File: src/sv/necir_pkg.sv
package necir_pkg;

   localparam int unsigned DurW   = 15;
   localparam int unsigned ByteW  = 8;
   localparam int unsigned RepW   = 4;
   localparam int unsigned WordW  = 32;
   localparam int unsigned BitCntW = $clog2(WordW);
   localparam int unsigned CsrIdxW = 3;
   localparam int unsigned MaxRepeats = 15;

   localparam logic [DurW-1:0] LeaderMarkRst  = 15'd9000;
   localparam logic [DurW-1:0] LeaderSpaceRst = 15'd4500;
   localparam logic [DurW-1:0] BitMarkRst     = 15'd560;
   localparam logic [DurW-1:0] ZeroSpaceRst   = 15'd560;
   localparam logic [DurW-1:0] OneSpaceRst    = 15'd1690;
   localparam logic [DurW-1:0] RepeatSpaceRst = 15'd2250;

   typedef enum logic [CsrIdxW-1:0] {
      CSR_LEADER_MARK  = 3'd0,
      CSR_LEADER_SPACE = 3'd1,
      CSR_BIT_MARK     = 3'd2,
      CSR_ZERO_SPACE   = 3'd3,
      CSR_ONE_SPACE    = 3'd4,
      CSR_REPEAT_SPACE = 3'd5
   } csr_index_type;

   typedef enum logic [5:0] {
      ST_IDLE       = 6'b000001,
      ST_LEADER     = 6'b000010,
      ST_DATA       = 6'b000100,
      ST_END        = 6'b001000,
      ST_REP_LEADER = 6'b010000,
      ST_REP_END    = 6'b100000
   } state_type;

   typedef enum logic [2:0] {
      SYM_LEADER     = 3'd0,
      SYM_DATA       = 3'd1,
      SYM_END        = 3'd2,
      SYM_REP_LEADER = 3'd3,
      SYM_REP_END    = 3'd4
   } sym_type;

   typedef struct packed {
      logic    start;
      logic    emit;
      sym_type sym;
   } dp_cmd_type;

   typedef struct packed {
      logic bit_last;
      logic reps_zero;
   } dp_status_type;

endpackage

File: src/sv/necir_dp.sv
module necir_dp (
   input  logic                                  clock,
   input  logic                                  reset,
   input  necir_pkg::dp_cmd_type                 cmd,
   output necir_pkg::dp_status_type              status,
   input  logic [necir_pkg::ByteW-1:0]           req_address,
   input  logic [necir_pkg::ByteW-1:0]           req_command,
   input  logic [necir_pkg::RepW-1:0]            req_repeats,
   input  logic                                  csr_we,
   input  logic [necir_pkg::CsrIdxW-1:0]         csr_index,
   input  logic [necir_pkg::DurW-1:0]            csr_wdata,
   output logic [necir_pkg::DurW-1:0]            rsp_mark_us,
   output logic [necir_pkg::DurW-1:0]            rsp_space_us,
   output logic                                  rsp_frame_end,
   output logic                                  rsp_last
);

   logic [necir_pkg::DurW-1:0] leader_mark_ff, leader_space_ff, bit_mark_ff;
   logic [necir_pkg::DurW-1:0] zero_space_ff, one_space_ff, repeat_space_ff;

   logic [necir_pkg::WordW-1:0]   frame_word_ff, frame_word_in;
   logic [necir_pkg::BitCntW-1:0] bit_cnt_ff, bit_cnt_in;
   logic [necir_pkg::RepW-1:0]    reps_ff, reps_in;

   logic [necir_pkg::DurW-1:0] mark_ff, mark_in, space_ff, space_in;
   logic                       frame_end_ff, frame_end_in, last_ff, last_in;

   // configuration registers
   always_ff @(posedge clock) begin
      if (reset) begin
         leader_mark_ff  <= necir_pkg::LeaderMarkRst;
         leader_space_ff <= necir_pkg::LeaderSpaceRst;
         bit_mark_ff     <= necir_pkg::BitMarkRst;
         zero_space_ff   <= necir_pkg::ZeroSpaceRst;
         one_space_ff    <= necir_pkg::OneSpaceRst;
         repeat_space_ff <= necir_pkg::RepeatSpaceRst;
      end else if (csr_we) begin
         case (necir_pkg::csr_index_type'(csr_index))
            necir_pkg::CSR_LEADER_MARK:  leader_mark_ff  <= csr_wdata;
            necir_pkg::CSR_LEADER_SPACE: leader_space_ff <= csr_wdata;
            necir_pkg::CSR_BIT_MARK:     bit_mark_ff     <= csr_wdata;
            necir_pkg::CSR_ZERO_SPACE:   zero_space_ff   <= csr_wdata;
            necir_pkg::CSR_ONE_SPACE:    one_space_ff    <= csr_wdata;
            necir_pkg::CSR_REPEAT_SPACE: repeat_space_ff <= csr_wdata;
            default: ;
         endcase
      end
   end

   // frame word, bit counter, repeat counter
   always_comb begin
      frame_word_in = frame_word_ff;
      bit_cnt_in    = bit_cnt_ff;
      reps_in       = reps_ff;
      if (cmd.start) begin
         frame_word_in = {~req_command, req_command, ~req_address, req_address};
         bit_cnt_in    = '0;
         reps_in       = req_repeats;
      end else if (cmd.emit) begin
         if (cmd.sym == necir_pkg::SYM_DATA) begin
            frame_word_in = frame_word_ff >> 1;
            bit_cnt_in    = bit_cnt_ff + 1'b1;
         end
         if (cmd.sym == necir_pkg::SYM_REP_LEADER) begin
            reps_in = reps_ff - 1'b1;
         end
      end
   end

   // symbol select
   always_comb begin
      mark_in      = mark_ff;
      space_in     = space_ff;
      frame_end_in = frame_end_ff;
      last_in      = last_ff;
      if (cmd.emit) begin
         case (cmd.sym)
            necir_pkg::SYM_LEADER: begin
               mark_in      = leader_mark_ff;
               space_in     = leader_space_ff;
               frame_end_in = 1'b0;
               last_in      = 1'b0;
            end
            necir_pkg::SYM_DATA: begin
               mark_in      = bit_mark_ff;
               space_in     = frame_word_ff[0] ? one_space_ff : zero_space_ff;
               frame_end_in = 1'b0;
               last_in      = 1'b0;
            end
            necir_pkg::SYM_REP_LEADER: begin
               mark_in      = leader_mark_ff;
               space_in     = repeat_space_ff;
               frame_end_in = 1'b0;
               last_in      = 1'b0;
            end
            default: begin
               // end pulse of a full or a repeat frame
               mark_in      = bit_mark_ff;
               space_in     = '0;
               frame_end_in = 1'b1;
               last_in      = (reps_ff == '0);
            end
         endcase
      end
   end

   always_ff @(posedge clock) begin
      frame_word_ff <= frame_word_in;
      bit_cnt_ff    <= bit_cnt_in;
      reps_ff       <= reps_in;
      mark_ff       <= mark_in;
      space_ff      <= space_in;
      frame_end_ff  <= frame_end_in;
      last_ff       <= last_in;
   end

   assign status.bit_last  = (bit_cnt_ff == {necir_pkg::BitCntW{1'b1}});
   assign status.reps_zero = (reps_ff == '0);

   assign rsp_mark_us   = mark_ff;
   assign rsp_space_us  = space_ff;
   assign rsp_frame_end = frame_end_ff;
   assign rsp_last      = last_ff;

endmodule

File: src/sv/necir_ctrl.sv
module necir_ctrl (
   input  logic                     clock,
   input  logic                     reset,
   input  logic                     req_valid,
   output logic                     req_ready,
   output logic                     rsp_valid,
   input  logic                     rsp_ready,
   output necir_pkg::dp_cmd_type    cmd,
   input  necir_pkg::dp_status_type status
);

   necir_pkg::state_type state_ff, state_in;
   logic                 rsp_valid_ff, rsp_valid_in;
   logic                 slot_free;

   assign req_ready = (state_ff == necir_pkg::ST_IDLE);
   assign slot_free = !rsp_valid_ff || rsp_ready;

   always_comb begin
      cmd.start = req_valid && req_ready;
      cmd.emit  = slot_free && (state_ff != necir_pkg::ST_IDLE);
      case (state_ff)
         necir_pkg::ST_DATA:       cmd.sym = necir_pkg::SYM_DATA;
         necir_pkg::ST_END:        cmd.sym = necir_pkg::SYM_END;
         necir_pkg::ST_REP_LEADER: cmd.sym = necir_pkg::SYM_REP_LEADER;
         necir_pkg::ST_REP_END:    cmd.sym = necir_pkg::SYM_REP_END;
         default:                  cmd.sym = necir_pkg::SYM_LEADER;
      endcase
   end

   always_comb begin
      state_in = state_ff;
      case (state_ff)
         necir_pkg::ST_IDLE: begin
            if (cmd.start) state_in = necir_pkg::ST_LEADER;
         end
         necir_pkg::ST_LEADER: begin
            if (cmd.emit) state_in = necir_pkg::ST_DATA;
         end
         necir_pkg::ST_DATA: begin
            if (cmd.emit && status.bit_last) state_in = necir_pkg::ST_END;
         end
         necir_pkg::ST_END, necir_pkg::ST_REP_END: begin
            if (cmd.emit) begin
               state_in = status.reps_zero ? necir_pkg::ST_IDLE : necir_pkg::ST_REP_LEADER;
            end
         end
         necir_pkg::ST_REP_LEADER: begin
            if (cmd.emit) state_in = necir_pkg::ST_REP_END;
         end
         default: state_in = necir_pkg::ST_IDLE;
      endcase
   end

   always_comb begin
      rsp_valid_in = rsp_valid_ff;
      if (cmd.emit) rsp_valid_in = 1'b1;
      else if (rsp_ready) rsp_valid_in = 1'b0;
   end

   always_ff @(posedge clock) begin
      if (reset) begin
         state_ff     <= necir_pkg::ST_IDLE;
         rsp_valid_ff <= 1'b0;
      end else begin
         state_ff     <= state_in;
         rsp_valid_ff <= rsp_valid_in;
      end
   end

   assign rsp_valid = rsp_valid_ff;

`ifndef SYNTHESIS
   a_start_to_leader: assert property (@(posedge clock) disable iff (reset)
      cmd.start |=> state_ff == necir_pkg::ST_LEADER)
      else $error("accepted request did not enter leader");

   a_data_to_end: assert property (@(posedge clock) disable iff (reset)
      (cmd.emit && state_ff == necir_pkg::ST_DATA && status.bit_last)
      |=> state_ff == necir_pkg::ST_END)
      else $error("frame did not close after the 32nd bit");

   a_rep_pair: assert property (@(posedge clock) disable iff (reset)
      (cmd.emit && state_ff == necir_pkg::ST_REP_LEADER)
      |=> state_ff == necir_pkg::ST_REP_END)
      else $error("repeat leader not followed by its end pulse");

   a_emit_valid: assert property (@(posedge clock) disable iff (reset)
      cmd.emit |=> rsp_valid_ff)
      else $error("emitted symbol not presented");
`endif

endmodule

File: src/sv/nec_ir_frame_symbol_generator.sv
// NEC infrared transmit encoder: one request becomes 34 + 2 * repeats symbols.
// The first symbol is registered only after the sequencer has entered leader.
// Throughput: one symbol per cycle while rsp_ready is high; the next request
// is taken only once the last symbol of the current one is loaded.
// Reset (synchronous) idles the sequencer and restores default durations.
module nec_ir_frame_symbol_generator (
   input  logic                          clock,
   input  logic                          reset,
   input  logic                          req_valid,
   output logic                          req_ready,
   input  logic [necir_pkg::ByteW-1:0]   req_address,
   input  logic [necir_pkg::ByteW-1:0]   req_command,
   input  logic [necir_pkg::RepW-1:0]    req_repeats,
   output logic                          rsp_valid,
   input  logic                          rsp_ready,
   output logic [necir_pkg::DurW-1:0]    rsp_mark_us,
   output logic [necir_pkg::DurW-1:0]    rsp_space_us,
   output logic                          rsp_frame_end,
   output logic                          rsp_last,
   input  logic                          csr_we,
   input  logic [necir_pkg::CsrIdxW-1:0] csr_index,
   input  logic [necir_pkg::DurW-1:0]    csr_wdata
);

   // Command and status between the sequencer and the symbol datapath.
   necir_pkg::dp_cmd_type    cmd;
   necir_pkg::dp_status_type status;

   // Sequencer: leader, 32 data bits LSB first, end pulse, then a
   // repeat leader / end pulse pair per repeat. Advance only when the
   // output register is empty or being drained.
   necir_ctrl u_ctrl (
      .clock     (clock),
      .reset     (reset),
      .req_valid (req_valid),
      .req_ready (req_ready),
      .rsp_valid (rsp_valid),
      .rsp_ready (rsp_ready),
      .cmd       (cmd),
      .status    (status)
   );

   // Datapath: duration registers, frame word shifter, bit and repeat
   // counters, and the registered symbol payload.
   necir_dp u_dp (
      .clock            (clock),
      .reset            (reset),
      .cmd              (cmd),
      .status           (status),
      .req_address      (req_address),
      .req_command      (req_command),
      .req_repeats      (req_repeats),
      .csr_we           (csr_we),
      .csr_index        (csr_index),
      .csr_wdata        (csr_wdata),
      .rsp_mark_us      (rsp_mark_us),
      .rsp_space_us     (rsp_space_us),
      .rsp_frame_end    (rsp_frame_end),
      .rsp_last         (rsp_last)
   );

endmodule
File: config.mk
export PLATFORM = sky130hd
export DESIGN_NAME = nec_ir_frame_symbol_generator
export DESIGN_NICKNAME = d
export VERILOG_FILES = /design/src/sv/necir_pkg.sv /design/src/sv/necir_dp.sv /design/src/sv/necir_ctrl.sv /design/src/sv/nec_ir_frame_symbol_generator.sv
export SDC_FILE = /design/constraint.sdc
export NUM_CORES = 1
export LEC_CHECK = 0
export ABC_CLOCK_PERIOD_IN_PS = 8000
export BUFFER_PORTS_ARGS = -buffer_cell sky130_fd_sc_hd__buf_4
export CORE_MARGIN = 2
export CORE_UTILIZATION = 55
export DETAILED_ROUTE_END_ITERATION = 12
export GPL_TIMING_DRIVEN = 0
export PLACE_DENSITY_LB_ADDON = 0.1
export SYNTH_ARGS = -nofsm -noshare
export SYNTH_HDL_FRONTEND = slang
export SYNTH_SLANG_ARGS = --single-unit
File: constraint.sdc
create_clock -name clock -period 8 [get_ports clock]
set_input_delay 1.2 -clock clock [delete_from_list [all_inputs] [get_ports clock]]
set_output_delay 1.2 -clock clock [all_outputs]
set_load 0.02 [all_outputs]
==> results of run 1 <==
[path summary, 6_finish.rpt]
path | endpoint | start | cells after the start
setup / recovery | req_ready | u_ctrl.state_ff[3] | 5
hold / removal | u_dp.leader_space_ff[11] | u_dp.leader_space_ff[11] | 2
hold reg to reg | u_dp.leader_space_ff[11] | u_dp.leader_space_ff[11] | 2
setup reg to reg | u_dp.frame_word_ff[14] | u_ctrl.state_ff[3] | 8
[placed cells by master (no fill, tap or decap), types with 5 or more instances in the layout]
master and n:
a221o_1 15, inv_1 6, nand2_1 259, mux2_2 5
nor2_1 30, dfxtp_1 102, clkbuf_1 42, edfxtp_1 68
buf_4 76, nand3_1 33, clkbuf_16 18, mux2_4 10
a21oi_1 71, mux2i_1 17, o21ai_0 21
[metal layers]
layer | global-route usage | vias up
met3 | 0.0628 | 24
met4 | 0.0857 | 0
met2 | 0.401 | 205
met1 | 0.337 | 2674
met5 | 0 | -
li1 | - | 2695
[critical path: stages (launching register included)]
cell	delay (ns)
dfxtp_1	0.30
clkbuf_1	0.19
nor3_1	0.71
nand2_1	0.19
inv_1	0.20
buf_4	0.17
[where the power goes]
group | internal, mW | switching (mW) | total [mW]
sequential | 0.978 | 0.0208 | 0.998
combinational | 0.0927 | 0.156 | 0.249
clock | 0.542 | 0.345 | 0.886
[flip-flops by register name (all words and copies together) (netlist names), 6 cells and up]
name / flops
u_dp.leader_mark_ff: 15
u_ctrl.state_ff: 6
u_dp.repeat_space_ff: 15
u_dp.rsp_mark_us: 15
u_dp.zero_space_ff: 15
u_dp.one_space_ff: 15
u_dp.frame_word_ff: 32
u_dp.bit_mark_ff: 15
u_dp.leader_space_ff: 15
u_dp.rsp_space_us: 15
[cell type report]
class,count,area share
clock inverters,14,0.0231
clock buffers,18,0.0536
multi-input cells,511,0.312
flip-flops and latches,170,0.486
inverters,7,0.00312
well taps,168,0.0250
repair buffers,77,0.0735
plain buffers,48,0.0242
[through the flow]
| stage | cells | worst slack (ns) | utilization | hold slack [ns] | total power, mW |
|---|---|---|---|---|---|
| after floorplan | 736 | 4.10 | - | 0.433 | 1.16 |
| after global placement | 979 | 2.80 | 0.633 | 0.440 | 1.25 |
| after detailed placement | 980 | 4.50 | 0.636 | 0.446 | 1.26 |
| after CTS | 1012 | 4.47 | 0.689 | 0.455 | 2.14 |
| after global routing | 1013 | 4.44 | 0.692 | 0.474 | 2.20 |
| final | 1013 | 4.62 | 0.692 | 0.454 | 2.13 |
[kinds of logic (layout without fill, tap and decap cells)]
| logic type | after synthesis | in the layout | synth area share |
|---|---|---|---|
| mux | 32 | 32 | 0.0544 |
| buf+inv | 55 | 164 | 0.0332 |
| simple gates | 351 | 351 | 0.208 |
| fa+ha+maj | 3 | 3 | 0.00542 |
| xor+xnor | 7 | 7 | 0.00885 |
| compound gates | 118 | 118 | 0.101 |
| flops | 170 | 170 | 0.590 |
==> summary.txt, run 1 <==
Final Hold Fails - 0
Worst Setup Start Kind - register
Fillers - 949
DRC Markers - 0
Final setup vio count - 0
Wire length on met1 - 7.09 mm
Top cell type's share of synthesized area - 0.295
Final worst path period share - 0.423
Total grt overflow - 0
Maxcap violations - 0
Num Clock Sinks - 170
Post-DRT Antenna Nets - 0
Layout Nets - 878
Routability Congestion - 0.857
TNS Setup - 0 ns
Post-CTS Hold Buffers - 0
Num ports - 77
Std-Cell Rows - 40
Layout cells sized above 1 - 0.156
Area Growth Syn to Fin - 21.4%
CP required - 6.80 ns
ANT cells - 0
Ys Warns - 0
Drt total wl - 16.3 mm
Pin count of the biggest net entering global routing - 33
Fmax - 0.296 GHz
Area of the multi-input gates - 2620 um^2
Number of global-route vias before repair - 5,322
Leak - 3.35 nW
Synth area leaders - dfxtp_1, edfxtp_1, nand2_1, a21oi_1, mux2i_1
DIE AREA - 13,500 um^2
Worst-margin pin slew - 0.810 ns
Cell taking the most area after synthesis - dfxtp_1
Slew margin rel. - 0.456
Status - finished, final reports clean
Worst Path Arrival - 2.18 ns
Post-synth top cells - nand2_1, dfxtp_1, a21oi_1, edfxtp_1, clkbuf_1
WL met2 - 7.74 mm
Top layer in use - met4
Clk_skew - 0.00741 ns
DR vias/cell - 5.53
Slew Limit Fails - 0
Peak supply drop - 0.000157 V
Sequential-to-total area share from yosys stat - 0.590
Fin crit period - 3.38 ns
DR pass1 iterations - 5
Count leader, synth - nand2_1
Met3 routed WL - 1.19 mm
Post-Syn Nets - 782
Netlist Area Pre-Place - 6930 um^2
Setup slack, reg-to-reg - 4.86 ns
Main flop type after synthesis - dfxtp_1
Core Region - 12,200 um^2
WL per Instance - 16.1 um
Clock transition at the registers of the reported paths - 0.07 ns
Dpl hpwl - 11.5 mm
Sequential cell area - 4080 um^2
Post-synthesis register bit count - 170
Initial DRC Count - 551
Power per cell area - 254 nW/um^2
Clock Tree Buf Depth - 2
Die H - 116 um
Setup bufs post-CTS - 0
TritonCTS Buffers - 17
CP Class - register to primary output
Critical Path End Type - primary output
Worst min-delay path category - register to register
Die Span X - 116 um
Post-DP Area - 7740 um^2
PortBufs - 75
Post-Syn Instances - 736
Antenna violations before repair - 0
Vias - 5,598
Starting Density - 0.570
Synth unique cells - 43
GRT Overall Usage - 0.251
Async SR Flop Fraction - 0
EDFF count, synth - 68
Post_cts resized - 0
First-pass GRT wire length - 25.8 mm
CP max FO - 8
Clock Root Buffer - clkbuf_16
Mapped Avg Cell Area - 9.41 um^2
Clk Latency, worst-skew pair - 0.43 ns
CTS tree - yes
H-tree depth - 4
RSZ-0062 raised after global routing - no
Final Instance Area - 8410 um^2
Note: power is estimated with default switching activity, not from simulation.
==> inputs of run 2 (changes only) <==
--- a/config.mk
+++ b/config.mk
@@ -5,10 +5,11 @@
 export SDC_FILE = /design/constraint.sdc
 export NUM_CORES = 1
 export LEC_CHECK = 0
-export ABC_CLOCK_PERIOD_IN_PS = 8000
+export ABC_AREA = 1
+export ABC_CLOCK_PERIOD_IN_PS = 3010
 export BUFFER_PORTS_ARGS = -buffer_cell sky130_fd_sc_hd__buf_4
 export CORE_MARGIN = 2
-export CORE_UTILIZATION = 55
+export CORE_UTILIZATION = 52
 export DETAILED_ROUTE_END_ITERATION = 12
 export GPL_TIMING_DRIVEN = 0
 export PLACE_DENSITY_LB_ADDON = 0.1
==> constraint.sdc (replaced) <==
create_clock -name clock -period 3.01 [get_ports clock]
set_input_delay 0.4515 -clock clock [delete_from_list [all_inputs] [get_ports clock]]
set_output_delay 0.4515 -clock clock [all_outputs]
set_load 0.02 [all_outputs]
==> run 2 against run 1 <==
  * Largest cell class unchanged
  * Cell count rose by 7.3%
  * Routed wire length is 7.8% higher
  * Critical path type is now register to register
  * Sequential share of layout area is 0.17 points higher
  * Register-to-register slack worse by 3.9 ns
  * Clock power increased by 140%
  * Critical path depth rose by 1
  * Clock skew increased by 0.0025 ns
  * Clock-buffer cell count grew 10
  * Area after synthesis is 0.96% higher
  * Global-route usage is 0.089 points higher
==> summary.txt, run 2 <==
Status - finished, final reports clean
Clock Tree Buf Depth - 2
Main flop type after synthesis - dfxtp_1
Antenna violations before repair - 0
Num Clock Sinks - 170
TNS Setup - 0 ns
Mapped Avg Cell Area - 8.71 um^2
Post-CTS Hold Buffers - 0
Peak supply drop - 0.000594 V
H-tree depth - 4
Count leader, synth - nand2_1
Setup slack, reg-to-reg - 0.99 ns
Final worst path period share - 0.671
Max FFs per register - 32
Post-Syn Instances - 803
Slew Limit Fails - 0
ANT cells - 0
Area Growth Syn to Fin - 19.8%
Core Region - 13,200 um^2
EDFF count, synth - 68
Starting Density - 0.530
Top cell type's share of synthesized area - 0.292
Pin count of the biggest net entering global routing - 34
R2R depth - 6
Most common cell after layout, fill and taps aside - nand2_1
Final setup vio count - 0
Worst Path Arrival - 2.06 ns
TritonCTS Buffers - 17
DRC Markers - 0
Fin crit period - 2.02 ns
Post-synthesis register bit count - 170
Worst Min Path Start - reset
CP required - 3.05 ns
First-pass GRT wire length - 28.0 mm
CTS tree - yes
GRT Overall Usage - 0.252
Routability Congestion - 0.891
CP max FO - 33
Std-Cell Rows - 42
Layout Cells excl Fill - 1,087
Total grt overflow - 0
Layout Nets - 944
Num ports - 77
Placed cells - 1,055
Maxcap violations - 0
Clock Root Buffer - clkbuf_16
Worst Setup Start Kind - register
Drt total wl - 17.6 mm
Post-synth top cells - nand2_1, nor2_1, dfxtp_1, o21ai_0, edfxtp_1
Most frequent cells in the layout - nand2_1, nor2_1, dfxtp_1, o21ai_0, buf_4
Top reg by flops - u_dp.frame_word_ff
Leak - 3.70 nW
Hold depth - 2
Crit Reg-Reg Startpoint - u_ctrl.state_ff[2]
Fmax - 0.495 GHz
Clk_skew - 0.00991 ns
PortBufs - 76
Die H - 120 um
Hold EP - u_ctrl.rsp_valid
Ys Warns - 0
Worst-margin pin slew - 0.795 ns
DR pass1 iterations - 5
Die Span X - 120 um
Worst min-delay path category - input port to register
Vias - 5,820
DIE AREA - 14,400 um^2
DR vias/cell - 5.35
Clock transition at the registers of the reported paths - 0.06 ns
CP Class - register to register
Layout cells sized above 1 - 0.173
Post-DRT Antenna Nets - 0
Cell taking the most area after synthesis - dfxtp_1
Clk Latency, worst-skew pair - 0.42 ns
Worst reg2reg path endpoint - u_dp.frame_word_ff[1]
Post-Syn Nets - 849
WHS - 0.238 ns
WL per Instance - 16.2 um
Critical Path End Type - register
Sequential-to-total area share from yosys stat - 0.584
Initial DRC Count - 533
Slew margin rel. - 0.470
Netlist Area Pre-Place - 6990 um^2
Synth unique cells - 32
Dpl hpwl - 11.9 mm
Synth area leaders - dfxtp_1, edfxtp_1, nand2_1, nor2_1, o21ai_0
Number of global-route vias before repair - 5,565
Post_cts resized - 0
Final Hold Fails - 0
Setup bufs post-CTS - 0
RSZ-0062 raised after global routing - no
Power per cell area - 929 nW/um^2
Fin util - 0.635
Async SR Flop Fraction - 0
==> run 2: changes by cell type after synthesis, moves of 17 or more <==
cell,before,now
a21oi_1,72,5
clkbuf_1,42,15
buf_2,1,21
nor2_1,30,178
nand2_1,259,184
o21ai_0,21,82
inv_1,6,29
mux2i_1,17,0
==> run 2: layer usage <==
layer / routed length, um / track usage / up-vias
li1: - / - / 2830
met1: 7370 / 0.313 / 2712
met2: 8520 / 0.419 / 220
met3: 1040 / 0.0509 / 58
met4: 652 / 0.124 / 0
met5: 0 / 0 / -
==> run 2: power by group <==
| group | internal, mW | switching [mW] |
|---|---|---|
| sequential | 3.16 | 0.178 |
| combinational | 0.749 | 1.54 |
| clock | 1.30 | 0.849 |
==> run 2: logic make-up (layout without fill, tap and decap cells) <==
| logic type | after synthesis | after routing | share of synthesized area |
|---|---|---|---|
| DFF | 170 | 170 | 0.584 |
| and+or+nand+nor | 425 | 425 | 0.255 |
| buffers and inverters | 77 | 185 | 0.0479 |
| AOI/OAI and AO/OA | 126 | 126 | 0.106 |
| xor gates and xnor gates | 2 | 2 | 0.00251 |
| adders and majority gates | 3 | 3 | 0.00537 |
==> run 2: worst max path at each step <==
| stage | startpoint | end | slack [ns] |
|---|---|---|---|
| after floorplan | u_ctrl.state_ff[2] | u_dp.frame_word_ff[0] | 0.98 |
| after global placement | u_ctrl.state_ff[2] | u_dp.frame_word_ff[13] | 0.60 |
| after detailed placement | u_ctrl.state_ff[2] | u_dp.frame_word_ff[3] | 0.55 |
| after CTS | u_ctrl.state_ff[2] | u_dp.frame_word_ff[0] | 0.54 |
| after global routing | u_ctrl.state_ff[3] | u_ctrl.state_ff[3] | 0.77 |
| final | u_ctrl.state_ff[2] | u_dp.frame_word_ff[1] | 0.99 |
==> run 2: area by class of cell <==
cell class | count | area (um^2)
Tap cell | 176 | 220
Clock buffer | 28 | 573
Clock inverter | 4 | 21.3
Buffer | 39 | 188
Sequential cell | 170 | 4080
Multi-Input combinational cell | 556 | 2580
Inverter | 38 | 148
Timing Repair Buffer | 76 | 571
Fill cell | 1098 | 4810
==> run 2: metrics by stage <==
step                power [mW]  instance area, um^2  setup WS [ns]
CTS                       7.84                 8380          0.537
floorplan                 4.86                 6990          0.975
global route              8.19                 8380          0.766
global placement          5.63                 7780          0.596
detailed placement        5.70                 7780          0.550
finish                    7.78                 8380          0.991
==> run 2: critical path, stage by stage, from the launching register on <==
cell and delay [ns]:
dfxtp_1 0.42, inv_1 0.08, nor2_2 0.13, nand3_4 0.18, nor2_4 0.20, inv_2 0.09, nand2_2 0.55
